### src/hdl/dfo_pkg.sv
`timescale 1ns / 1ps
// Shared types and codes for the depth-first vertex order block.
package dfo_pkg;

   localparam logic [1:0] MODE_LOAD  = 2'd0;
   localparam logic [1:0] MODE_RUN   = 2'd1;
   localparam logic [1:0] MODE_READ  = 2'd2;
   localparam logic [1:0] MODE_CLEAR = 2'd3;

   localparam logic [1:0] KIND_PRE     = 2'd0;
   localparam logic [1:0] KIND_POST    = 2'd1;
   localparam logic [1:0] KIND_REVPOST = 2'd2;
   localparam logic [1:0] KIND_NONE    = 2'd3;

   localparam logic [1:0] STATUS_OK     = 2'd0;
   localparam logic [1:0] STATUS_FULL   = 2'd1;
   localparam logic [1:0] STATUS_VERTEX = 2'd2;
   localparam logic [1:0] STATUS_READ   = 2'd3;

   localparam logic       REG_VERTEX_COUNT    = 1'b0;
   localparam logic [8:0] VERTEX_COUNT_RESET  = 9'd256;

   typedef struct packed {
      logic [1:0] mode;
      logic [7:0] edge_from;
      logic [7:0] edge_to;
      logic [1:0] order_kind;
      logic [7:0] position;
   } req_type;

   typedef struct packed {
      logic [1:0] status;
      logic [7:0] vertex_out;
   } rsp_type;

   // Controller to datapath.
   typedef struct packed {
      logic       take_item;
      logic       ld_read;
      logic       ld_write;
      logic       run_init;
      logic       clr_vis_step;
      logic       scan_reset;
      logic       scan_rd;
      logic       scan_next;
      logic       enter_from_scan;
      logic       enter_from_w;
      logic       enter_rd;
      logic       enter_set;
      logic       edge_rd;
      logic       edge_take;
      logic       vis_rd;
      logic       pop;
      logic       pop_load;
      logic       run_done;
      logic       rd_issue;
      logic       rd_take;
      logic       clear_graph;
      logic       set_code;
      logic [1:0] code;
      logic       rsp_load;
   } cmd_type;

   // Datapath to controller.
   typedef struct packed {
      logic [1:0] mode;
      logic       ld_bad_vertex;
      logic       ld_full;
      logic       scan_end;
      logic       visited_bit;
      logic       depth_zero;
      logic       depth_one;
      logic       rem_nonzero;
      logic       w_out_range;
      logic       can_push;
      logic       rd_bad;
      logic       rsp_free;
   } sts_type;

endpackage

### src/hdl/dfo_ctrl.sv
`timescale 1ns / 1ps
// Controller state machine: sequences load, run, read and clear transactions.
module dfo_ctrl (
   input  logic             clock,
   input  logic             reset,
   input  logic             req_valid,
   output logic             req_ready,
   input  dfo_pkg::sts_type sts,
   output dfo_pkg::cmd_type cmd
);

   localparam logic [3:0] S_IDLE      = 4'd0;
   localparam logic [3:0] S_LD_CHK    = 4'd1;
   localparam logic [3:0] S_LD_WR     = 4'd2;
   localparam logic [3:0] S_RUN_CLR   = 4'd3;
   localparam logic [3:0] S_SCAN_RD   = 4'd4;
   localparam logic [3:0] S_SCAN_CHK  = 4'd5;
   localparam logic [3:0] S_ENTER_RD  = 4'd6;
   localparam logic [3:0] S_ENTER_SET = 4'd7;
   localparam logic [3:0] S_WALK      = 4'd8;
   localparam logic [3:0] S_EDGE_WAIT = 4'd9;
   localparam logic [3:0] S_VIS_RD    = 4'd10;
   localparam logic [3:0] S_VIS_CHK   = 4'd11;
   localparam logic [3:0] S_POP_WAIT  = 4'd12;
   localparam logic [3:0] S_RD_CHK    = 4'd13;
   localparam logic [3:0] S_RD_WAIT   = 4'd14;
   localparam logic [3:0] S_RESP      = 4'd15;

   logic [3:0] state_ff;
   logic [3:0] state_in;

   always_comb begin
      cmd       = '0;
      state_in  = state_ff;
      req_ready = 1'b0;
      case (state_ff)
         S_IDLE: begin
            req_ready = 1'b1;
            if (req_valid) begin
               cmd.take_item = 1'b1;
               case (sts.mode)
                  dfo_pkg::MODE_LOAD: state_in = S_LD_CHK;
                  dfo_pkg::MODE_RUN: begin
                     cmd.run_init = 1'b1;
                     state_in     = S_RUN_CLR;
                  end
                  dfo_pkg::MODE_READ: state_in = S_RD_CHK;
                  default: begin
                     cmd.clear_graph = 1'b1;
                     cmd.set_code    = 1'b1;
                     cmd.code        = dfo_pkg::STATUS_OK;
                     state_in        = S_RESP;
                  end
               endcase
            end
         end
         S_LD_CHK: begin
            if (sts.ld_bad_vertex) begin
               cmd.set_code = 1'b1;
               cmd.code     = dfo_pkg::STATUS_VERTEX;
               state_in     = S_RESP;
            end else if (sts.ld_full) begin
               cmd.set_code = 1'b1;
               cmd.code     = dfo_pkg::STATUS_FULL;
               state_in     = S_RESP;
            end else begin
               cmd.ld_read = 1'b1;
               state_in    = S_LD_WR;
            end
         end
         S_LD_WR: begin
            cmd.ld_write = 1'b1;
            cmd.set_code = 1'b1;
            cmd.code     = dfo_pkg::STATUS_OK;
            state_in     = S_RESP;
         end
         S_RUN_CLR: begin
            if (sts.scan_end) begin
               cmd.scan_reset = 1'b1;
               state_in       = S_SCAN_RD;
            end else begin
               cmd.clr_vis_step = 1'b1;
            end
         end
         S_SCAN_RD: begin
            if (sts.scan_end) begin
               cmd.run_done = 1'b1;
               cmd.set_code = 1'b1;
               cmd.code     = dfo_pkg::STATUS_OK;
               state_in     = S_RESP;
            end else begin
               cmd.scan_rd = 1'b1;
               state_in    = S_SCAN_CHK;
            end
         end
         S_SCAN_CHK: begin
            if (sts.visited_bit) begin
               cmd.scan_next = 1'b1;
               state_in      = S_SCAN_RD;
            end else begin
               cmd.enter_from_scan = 1'b1;
               state_in            = S_ENTER_RD;
            end
         end
         S_ENTER_RD: begin
            cmd.enter_rd = 1'b1;
            state_in     = S_ENTER_SET;
         end
         S_ENTER_SET: begin
            cmd.enter_set = 1'b1;
            state_in      = S_WALK;
         end
         S_WALK: begin
            if (sts.depth_zero) begin
               cmd.scan_next = 1'b1;
               state_in      = S_SCAN_RD;
            end else if (sts.rem_nonzero) begin
               cmd.edge_rd = 1'b1;
               state_in    = S_EDGE_WAIT;
            end else begin
               cmd.pop  = 1'b1;
               state_in = sts.depth_one ? S_WALK : S_POP_WAIT;
            end
         end
         S_EDGE_WAIT: begin
            cmd.edge_take = 1'b1;
            state_in      = S_VIS_RD;
         end
         S_VIS_RD: begin
            if (sts.w_out_range) begin
               state_in = S_WALK;
            end else begin
               cmd.vis_rd = 1'b1;
               state_in   = S_VIS_CHK;
            end
         end
         S_VIS_CHK: begin
            if (!sts.visited_bit && sts.can_push) begin
               cmd.enter_from_w = 1'b1;
               state_in         = S_ENTER_RD;
            end else begin
               state_in = S_WALK;
            end
         end
         S_POP_WAIT: begin
            cmd.pop_load = 1'b1;
            state_in     = S_WALK;
         end
         S_RD_CHK: begin
            cmd.set_code = 1'b1;
            if (sts.rd_bad) begin
               cmd.code = dfo_pkg::STATUS_READ;
               state_in = S_RESP;
            end else begin
               cmd.code     = dfo_pkg::STATUS_OK;
               cmd.rd_issue = 1'b1;
               state_in     = S_RD_WAIT;
            end
         end
         S_RD_WAIT: begin
            cmd.rd_take = 1'b1;
            state_in    = S_RESP;
         end
         S_RESP: begin
            if (sts.rsp_free) begin
               cmd.rsp_load = 1'b1;
               state_in     = S_IDLE;
            end
         end
         default: state_in = S_IDLE;
      endcase
   end

   always_ff @(posedge clock) begin
      if (reset) begin
         state_ff <= S_IDLE;
      end else begin
         state_ff <= state_in;
      end
   end

endmodule

### config.mk
export PLATFORM = sky130hd
export DESIGN_NAME = dfo_ctrl
export DESIGN_NICKNAME = d
export VERILOG_FILES = /design/src/hdl/dfo_pkg.sv /design/src/hdl/dfo_ctrl.sv
export SDC_FILE = /design/constraint.sdc
export NUM_CORES = 1
export LEC_CHECK = 0
export BUFFER_PORTS_ARGS = -buffer_cell sky130_fd_sc_hd__buf_4
export CORE_MARGIN = 1.5
export CORE_UTILIZATION = 41
export DETAILED_ROUTE_END_ITERATION = 10
export GPL_TIMING_DRIVEN = 0
export PLACE_DENSITY = 0.82
export SLEW_MARGIN = 20
export SYNTH_ARGS = -nofsm -noshare
export SYNTH_HDL_FRONTEND = slang
export SYNTH_SLANG_ARGS = --single-unit
### constraint.sdc
create_clock -name clock -period 3.11 [get_ports clock]
set_clock_uncertainty 0.2 [all_clocks]
set_input_delay 0.933 -clock clock [delete_from_list [all_inputs] [get_ports clock]]
set_output_delay 0.933 -clock clock [all_outputs]
set_load 0.1 [all_outputs]
==> impl_metrics.csv, run 1 <==
group,metric,value,unit
finish,fin_util,0.809,
worst_setup_path,crit_required,1980,ps
yosys,synth_area_leaders,"dfxtp_1 12%, nor2_1 7.6%, a21oi_1 5.1%",
timing,maxSlewHeadroom,0.684,
floorplanning,dieArea,0.00194,sq mm
worst_setup_path,crit_slowest_cell,"or4b_4",
yosys,ys_types,36,
yosys,ys_async_sr_fraction,0,
status,status,"complete, but fails checks",
yosys,yosysWarnings,0,
worst_setup_path,r2r_slack,1190,ps
yosys,syn_area,692,sq um
clocking,path_clk_slew,40,ps
power_and_ir_drop,peakVddDrop,0.730,mV
placed_design,place_area,0.00117,sq mm
timing,hold_viol,0,
timing,finalCritPeriodShare,1.01,
min_path,min_from,"state_ff[0]",
detailed_routing,first_iter_violations,45,
worst_setup_path,reg2reg_depth,5,
worst_setup_path,rr_startpoint,"state_ff[0]",
finish,drive_gt1_frac,0.510,
yosys,syn_nets,122,
power_and_ir_drop,net-switching-power,0.000840,W
detailed_routing,drcViolationCount,0,
finish,regMostFlops,"state_ff",
yosys,synth_top_area_cell,"dfxtp_1",
placed_design,dp_cells,163,
min_path,min_path_cells,4,
clocking,clk_path_buf_depth,2,
placed_design,dp_hpwl,2.05,mm
placed_design,gp_congestion,0.899,
global_route,track_usage,0.262,
worst_setup_path,slowest_delay,530,ps
floorplanning,die_w,44.1,um
power_and_ir_drop,p_clk_frac,0.050,
worst_setup_path,start_kind,"primary input",
worst_setup_path,worstPathArrival,2010,ps
placed_design,io_buffer_count,41,
yosys,yosysSeqAreaShare,0.116,
status,violations,"negative setup slack",
yosys,ys.flop_type,"dfxtp_1",
clocking,cts_num_sinks,4,
placed_design,dpl_worst_slack,-140,ps
finish,final_cells,169,
finish,antennaDiodeCount,0,
clocking,numCtsBuffers,3,
detailed_routing,vias_per_cell,6.09,
global_route,grt_pass1_vias,909,
timing,clock.fmax,318,MHz
yosys,ys_ff_latch,4,
yosys,syn_inst,106,
clocking,clk_latency,230,ps
detailed_routing,wire_per_inst,15.7,um
detailed_routing,ant_nets,0,
yosys,synth_edf_count,0,
finish,largest_reg_flops,4,
min_path,holdPathEnd,"state_ff[3]",
floorplanning,rows,14,
floorplanning,die_y,44.1,um
timing,timing.hold.ws,508,ps
floorplanning,io_pins,42,
timing,setup_viol_count_final,1,
clocking,cts_tree,"done",
timing,drv_slew,0,
power_and_ir_drop,seq_power_share,0.077,
finish,syn_to_final_growth,80.3,%
min_path,worst_hold_path_type,"reg2reg",
worst_setup_path,crit_family,"simple AND/OR/NAND/NOR gates",
timing,worst_slew_pin_slew,473,ps
power_and_ir_drop,swShare,0.651,
detailed_routing,first_pass_iters,4,
clocking,cts_root_buffer,"clkbuf_4",
global_route,grt.overflow.total,0,
timing,worst_slack,-33.6,ps
global_route,grt_pass1_wl,3.92,mm
global_route,antenna_found_initial,0,
finish,nets,171,
finish,design_area,0.00125,sq mm
floorplanning,coreArea,0.00154,sq mm
timing,period_needed,3140,ps
global_route,grt_max_degree,11,
detailed_routing,drt-total-wl,2.65,mm
worst_setup_path,r2r-end,"state_ff[3]",
power_and_ir_drop,power_frac_comb,0.873,
detailed_routing,vias,1029,
finish,reg.largest.list,"state_ff (4)",
power_and_ir_drop,power.density,1030,mW/mm^2
job,drv_cap,0,
yosys,synth_top_cell_area_share,0.116,
worst_setup_path,cp-end-kind,"primary output",
power_and_ir_drop,p_leak,0.535,nW
clocking,htree_levels,1,
power_and_ir_drop,p_int,0.000449,W
clocking,ctsHoldBuffers,0,
floorplanning,initial_utilization,0.449,
worst_setup_path,path_buf_inv,2,
worst_setup_path,path_cells,"buf_6 > and2_4 > and3_4 > or4b_4 > buf_12",
worst_setup_path,worstSetupPathType,"in2out",
yosys,synth_area_per_cell,6.53,sq um
timing,rsz0062_at_grt,"true",
worst_setup_path,cp_max_fo,2,
## routing by layer
layer,share of wire,global-route usage,vias to the layer above
met5,0,0,-
met4,0.0083,0.0424,0
met3,0.090,0.0490,2
met2,0.49,0.474,72
met1,0.41,0.328,471
li1,-,-,484
## worst reg2reg max path, cell delays in order, from the launching register on
cell	delay (ps)
dfxtp_1	420
buf_4	200
clkbuf_4	240
nand3b_1	220
a221oi_1	360
a31oi_1	130
## repair_timing
action | 4_1_cts | 5_1_grt
resized for setup | 9 | 3
endpoints found under the setup margin | 10 | 2
pin swaps | 2 | 3
buffers inserted | 2 | 1
## stage by stage
stage | setup TNS (ps) | total power (W)
floorplan | -3240 | 0.000964
global placement | -168 | 0.00115
detailed placement | -146 | 0.00116
CTS | -54.0 | 0.00127
global route | -47.2 | 0.00134
finish | -33.6 | 0.00129
## power groups by stage
| stage | Clock (W) | Combinational [W] | Sequential [W] |
|---|---|---|---|
| 6_report | 0.0000644 | 0.00113 | 0.0000990 |
| 5_1_grt | 0.0000683 | 0.00117 | 0.000101 |
| 4_1_cts | 0.0000642 | 0.00111 | 0.0000977 |
| 3_5_place_dp | 0 | 0.00106 | 0.0000984 |
| 3_3_place_gp | 0 | 0.00105 | 0.0000970 |
| 2_1_floorplan | 0 | 0.000871 | 0.0000931 |
## cells in the mapped netlist, drive strengths merged, types with 4 or more instances
master  instances
buf             5
a31oi           4
nor2           14
nor4            6
nand2b          5
dfxtp           4
a21oi           7
nor2b           4
nand2           9
nand3           4
and2            4
inv             4
and3            4
## logic make-up after synthesis
group,Yosys count,synth area share
compound gates,29,0.288
buf+inv,12,0.0904
flops,4,0.116
simple gates,61,0.506
## placed cells by master, fill, tap and decap left out, types with 2 or more instances in the layout
cell type / Yosys / final
nand3_1: 4 / 4
a21oi_1: 7 / 4
a21oi_4: 0 / 3
nor2_1: 14 / 9
a31oi_1: 4 / 4
a221oi_1: 3 / 3
a21o_1: 2 / 2
inv_1: 4 / 4
o2bb2ai_1: 3 / 3
nand2b_1: 5 / 4
buf_4: 2 / 43
nor4_4: 0 / 4
nand3b_1: 3 / 3
buf_6: 1 / 3
and2_1: 3 / 3
nor2b_1: 4 / 3
nor3_4: 0 / 2
nor2_2: 0 / 4
and3_1: 3 / 2
nand2_1: 9 / 9
clkbuf_4: 0 / 4
clkbuf_2: 0 / 3
o21ai_0: 2 / 2
dfxtp_1: 4 / 4
o21bai_1: 2 / 2
nor4_2: 2 / 2
## area by class of cell
cell class                      count  area (sq um)
Inverter                            4          15.0
Tap cell                           16          20.0
Timing Repair Buffer               44           350
Multi-Input combinational cell     90           706
Fill cell                         109           294
Clock buffer                        3          22.5
Sequential cell                     4          80.1
Buffer                              8          53.8
## how the worst max path moves through the flow
stage                startpoint  endpoint  slack [ps]  depth (start not counted)
detailed placement    req_valid    cmd[3]        -140                          5
global route          req_valid    cmd[3]         -40                          5
finish                req_valid    cmd[3]         -30                          5
CTS                   req_valid    cmd[3]         -50                          5
global placement      req_valid    cmd[3]        -110                          5
floorplan           state_ff[1]    cmd[3]        -890                          5
(Power assumes the default switching activity.)
==> run 2: changes to the inputs <==
Settings changed: CAP_MARGIN from default to 20, GPL_ROUTABILITY_DRIVEN from default to 0, PLACE_DENSITY 0.82 to 0.77.
==> run 2 against run 1 <==
Net effect: the flow still finishes with violations (negative setup slack); routed wire length rose by 2.1%; hold slack improved by 3.8 ps; cell count up 0.59%; worst setup slack improved by 5.1 ps; clock-buffer cell count unchanged; final area up 1.9%; power grew 1.3%; via count up 1.7%; die area unchanged; flip-flop and latch count did not move; critical path type unchanged.
==> impl_metrics.csv, run 2 (synthesis results as in run 1) <==
group,metric,value,unit
status,status,"complete, but fails checks",
status,violations,"negative setup slack",
global_route,grt_pass1_wl,4.33,mm
clocking,clk_path_buf_depth,2,
floorplanning,die_y,44.1,um
timing,clock.fmax,319,MHz
finish,drive_gt1_frac,0.519,
worst_setup_path,worstPathArrival,2010,ps
finish,final_common_cell,"buf_4",
detailed_routing,vias,1046,
detailed_routing,drt-total-wl,2.70,mm
timing,finalCritPeriodShare,1.01,
timing,hold_viol,0,
clocking,path_clk_slew,40,ps
finish,syn_to_final_growth,83.7,%
timing,maxSlewHeadroom,0.670,
worst_setup_path,cp_max_fo,2,
min_path,min_from,"state_ff[0]",
power_and_ir_drop,power.density,1030,mW/mm^2
clocking,clk_latency,230,ps
worst_setup_path,crit_required,1980,ps
timing,setup_viol_count_final,1,
timing,rsz0062_at_grt,"true",
timing,worst_slew_pin_slew,494,ps
global_route,antenna_found_initial,0,
timing,period_needed,3140,ps
finish,layout_common_cells,"42 x buf_4, 9 x nor2_1, 9 x nand2_1, 5 x buf_6, 5 x clkbuf_4",
detailed_routing,first_iter_violations,25,
placed_design,place_area,0.00117,sq mm
clocking,htree_levels,1,
floorplanning,coreArea,0.00154,sq mm
finish,largest_reg_flops,4,
timing,drv_slew,0,
floorplanning,initial_utilization,0.449,
placed_design,dp_cells,163,
detailed_routing,drcViolationCount,0,
placed_design,io_buffer_count,41,
worst_setup_path,worstSetupPathType,"in2out",
floorplanning,dieArea,0.00194,sq mm
global_route,grt.overflow.total,0,
timing,worst_slack,-28.4,ps
floorplanning,io_pins,42,
detailed_routing,wire_per_inst,15.9,um
worst_setup_path,crit_start,"req_valid",
floorplanning,rows,14,
global_route,track_usage,0.293,
detailed_routing,first_pass_iters,4,
finish,final_cells,170,
timing,fin_tns_setup,-28.4,ps
clocking,ctsHoldBuffers,0,
power_and_ir_drop,p_leak,0.546,nW
finish,nets,172,
clocking,cts_num_sinks,4,
placed_design,dp_hpwl,2.04,mm
finish,reg.largest.list,"state_ff (4)",
finish,regMostFlops,"state_ff",
finish,design_area,0.00127,sq mm
detailed_routing,vias_per_cell,6.15,
global_route,grt_pass1_vias,983,
clocking,cts_tree,"done",
worst_setup_path,rr_startpoint,"state_ff[0]",
job,drv_cap,0,
min_path,worst_hold_path_type,"reg2reg",
global_route,grt_max_degree,11,
floorplanning,die_w,44.1,um
clocking,cts_root_buffer,"clkbuf_4",
worst_setup_path,cp-end-kind,"primary output",
detailed_routing,ant_nets,0,
clocking,numCtsBuffers,3,
finish,antennaDiodeCount,0,
worst_setup_path,start_kind,"primary input",
power_and_ir_drop,peakVddDrop,0.681,mV
==> run 2: changes by cell type in the layout (fill, tap and decap cells not counted), sizes merged <==
cell / delta
buf: +1
==> run 2: metrics by stage <==
| step | utilization | worst slack, ps | hold slack [ps] | total power (W) |
|---|---|---|---|---|
| 2_1_floorplan | - | -891 | 421 | 0.000964 |
| 3_3_place_gp | 0.756 | -114 | 490 | 0.00115 |
| 3_5_place_dp | 0.756 | -133 | 492 | 0.00117 |
| 4_1_cts | 0.797 | -51.6 | 491 | 0.00127 |
| 5_1_grt | 0.825 | -40.2 | 575 | 0.00137 |
| 6_report | 0.825 | -28.4 | 512 | 0.00131 |
==> run 2: critical path: stages <==
cell	delay (ps)
buf_6	90
and2_4	130
and3_4	140
or4b_4	530
buf_12	180
==> run 2: cell type report <==
cell class	count	area (sq um)
Buffer	8	56.3
Clock buffer	3	22.5
Fill cell	117	270
Inverter	4	15.0
Multi-Input combinational cell	90	712
Sequential cell	4	80.1
Tap cell	16	20.0
Timing Repair Buffer	45	365
==> run 2: power breakdown <==
part	switching [W]	internal, W	total [W]
combinational	0.000799	0.000347	0.00115
sequential	0.0000245	0.0000726	0.0000971
clock	0.0000205	0.0000431	0.0000636
==> run 2: worst paths after layout <==
path / endpoint / slack [ps] / depth (start not counted)
max: cmd[3] / -30 / 5
min: state_ff[3] / 510 / 4
max reg2reg: state_ff[3] / 1230 / 5
min reg2reg: state_ff[3] / 510 / 4
==> run 2: repair_timing <==
action	CTS	global route
setup endpoints to repair	8	4
pin swaps	2	3
setup buffers	2	2
gates cloned	0	0
gates resized for setup	9	8
==> run 2: metal layers <==
layer  vias to the layer above  global-route usage  wire [um]
met5                         -                   0          0
met4                         0              0.0848         62
met1                       489               0.366       1030
met3                         7              0.0286        212
met2                        63               0.529       1400
li1                        487                   -          -
==> run 3: changes to the inputs <==
Settings changed: ABC_AREA from default to 1, PLACE_DENSITY 0.77 to 0.79.
==> run 3 against run 2 <==
Net effect: the flow now finishes without violations; sequential power increased by 22%; combinational power down 17%; synthesized cell count is 24% higher; sequential share of layout area is 0.80 points higher; maximum frequency up 3.7%; flip-flop and latch count unchanged; cell count up 12%; largest cell class unchanged.
==> impl_metrics.csv, run 3 <==
group,metric,value,unit
detailed_routing,first_iter_violations,21,
timing,drv_slew,0,
power_and_ir_drop,power.density,1010,mW/mm^2
clocking,clk_path_buf_depth,2,
worst_setup_path,rr_startpoint,"state_ff[2]",
detailed_routing,vias,996,
yosys,ys.flop_type,"dfxtp_1",
yosys,syn_area,616,sq um
yosys,yosysMostFrequentCell,"inv_1",
floorplanning,die_w,41.8,um
min_path,worst_hold_path_type,"reg2reg",
floorplanning,rows,13,
global_route,track_usage,0.265,
timing,maxSlewHeadroom,0.768,
yosys,synth_edf_count,0,
worst_setup_path,cp-end-kind,"primary output",
placed_design,io_buffer_count,41,
timing,finalCritPeriodShare,0.973,
finish,syn_to_final_growth,83.3,%
floorplanning,die_y,41.8,um
min_path,min_path_cells,7,
floorplanning,io_pins,42,
timing,setup_viol_count_final,0,
finish,largest_reg_flops,4,
worst_setup_path,crit_family,"simple AND/OR/NAND/NOR gates",
timing,hold_viol,0,
placed_design,dp_hpwl,1.88,mm
detailed_routing,drcViolationCount,0,
finish,reg.largest.list,"state_ff (4)",
yosys,synth_top_cell_area_share,0.213,
global_route,antenna_found_initial,0,
floorplanning,dieArea,0.00174,sq mm
detailed_routing,wire_per_inst,11.7,um
worst_setup_path,r2r-end,"state_ff[3]",
global_route,grt_pass1_vias,907,
min_path,holdPathEnd,"state_ff[0]",
timing,clock.fmax,331,MHz
detailed_routing,vias_per_cell,5.24,
yosys,syn_nets,147,
job,drv_cap,0,
worst_setup_path,slowest_delay,210,ps
timing,rsz0062_at_grt,"false",
timing,fin_tns_setup,0,ps
power_and_ir_drop,peakVddDrop,0.904,mV
worst_setup_path,path_buf_inv,3,
yosys,synth_area_leaders,"inv_1 21%, nand2_1 18%, nor2_1 18%",
clocking,cts_root_buffer,"clkbuf_4",
worst_setup_path,worstSetupPathType,"in2out",
worst_setup_path,reg2reg_depth,8,
clocking,numCtsBuffers,3,
clocking,cts_num_sinks,4,
yosys,ys_async_sr_fraction,0,
yosys,synth_commonest_cells,"35 x inv_1, 29 x nand2_1, 29 x nor2_1",
worst_setup_path,cp_max_fo,3,
yosys,synth_area_per_cell,4.70,sq um
worst_setup_path,crit_slowest_cell,"nor3_4",
finish,fin_util,0.836,
detailed_routing,first_pass_iters,4,
finish,antennaDiodeCount,0,
status,status,"finished clean",
placed_design,place_area,0.00109,sq mm
finish,layout_common_cells,"40 x buf_4, 33 x inv_1, 26 x nand2_1, 19 x nor2_1, 18 x nand3_1",
global_route,grt_max_degree,8,
power_and_ir_drop,p_leak,0.697,nW
yosys,ys_ff_latch,4,
yosys,synth_top_area_cell,"inv_1",
global_route,grt.overflow.total,0,
finish,regMostFlops,"state_ff",
finish,nets,193,
worst_setup_path,crit_required,1980,ps
clocking,clk_latency,230,ps
clocking,htree_levels,1,
worst_setup_path,worstPathArrival,1890,ps
detailed_routing,drt-total-wl,2.22,mm
yosys,syn_inst,131,
clocking,path_clk_slew,40,ps
yosys,ys_types,14,
timing,worst_slew_pin_slew,347,ps
finish,drive_gt1_frac,0.406,
clocking,ctsHoldBuffers,0,
finish,design_area,0.00113,sq mm
worst_setup_path,r2r_slack,1380,ps
yosys,yosysSeqAreaShare,0.130,
yosys,yosysWarnings,0,
finish,final_common_cell,"buf_4",
worst_setup_path,start_kind,"primary input",
timing,period_needed,3030,ps
global_route,grt_pass1_wl,3.65,mm
worst_setup_path,path_cells,"buf_4 > inv_1 > nand2_1 > nand3_2 > nand2_2 > nor3_4 > nand2_4 > buf_6",
floorplanning,initial_utilization,0.456,
floorplanning,coreArea,0.00135,sq mm
clocking,cts_tree,"done",
min_path,min_from,"state_ff[0]",
timing,timing.hold.ws,623,ps
detailed_routing,ant_nets,0,
run 3: changes by cell type after synthesis, sizes merged, moves of 5 or more:
| cell | delta |
|---|---|
| nor2 | +17 |
| nand2b | -5 |
| nand2 | +20 |
| a21oi | -6 |
| inv | +31 |
| buf | -5 |
| nand3 | +16 |
run 3: logic make-up (layout without fill, tap and decap cells):
| kind of cell | Yosys count | in the layout | share of synthesized area |
|---|---|---|---|
| buffers and inverters | 35 | 79 | 0.213 |
| AOI/OAI and AO/OA | 7 | 7 | 0.0671 |
| DFF | 4 | 4 | 0.130 |
| and+or+nand+nor | 85 | 85 | 0.589 |
run 3: worst register-to-register path: stages (launching register included):
cell,delay (ps)
dfxtp_1,510
nand2_1,210
inv_1,190
nand2_1,160
nand2_1,130
nor2_1,60
nand3_1,110
nand2_1,60
inv_1,50
run 3: metrics by stage:
stage | setup slack, ps | total power [W] | std cells
after detailed placement | 24.8 | 0.00104 | 187
final | 84.7 | 0.00113 | 190
after global routing | 2.78 | 0.00120 | 190
after global placement | 68.6 | 0.00102 | 187
after CTS | 9.90 | 0.00111 | 190
after floorplan | -111 | 0.000858 | 131
run 3: final cells by class:
cell class	count	area [sq um]
Sequential cell	4	80.1
Fill cell	95	221
Clock buffer	3	22.5
Timing Repair Buffer	41	312
Multi-Input combinational cell	92	544
Tap cell	15	18.8
Inverter	35	151
run 3: worst max path at each step:
stage | startpoint | to | slack, ps | cells past startpoint
4_1_cts | state_ff[2] | cmd[3] | 10 | 8
5_1_grt | sts[9] | cmd[3] | 3 | 8
2_1_floorplan | sts[11] | cmd[3] | -110 | 6
6_report | sts[10] | cmd[3] | 80 | 8
3_5_place_dp | sts[9] | cmd[3] | 20 | 8
3_3_place_gp | sts[9] | cmd[3] | 70 | 8
run 3: what timing repair did:
item	CTS	global route
gates resized for setup	1	5
pin swaps	0	1
gates cloned	0	0
buffers inserted	0	0
endpoints found under the setup margin	1	2
run 3: power breakdown:
part / total, W / internal, W / switching, W / leakage (nW)
sequential: 0.000118 / 0.0000731 / 0.0000447 / 0.0333
combinational: 0.000955 / 0.000225 / 0.000730 / 0.650
clock: 0.0000624 / 0.0000430 / 0.0000194 / 0.0138
run 3: per-layer routing:
layer / vias to the layer above / track usage / share of wire
met5: - / 0 / 0
met4: 0 / 0.123 / 0.0090
met3: 2 / 0.0174 / 0.081
met2: 57 / 0.494 / 0.55
met1: 449 / 0.302 / 0.36
li1: 488 / - / -
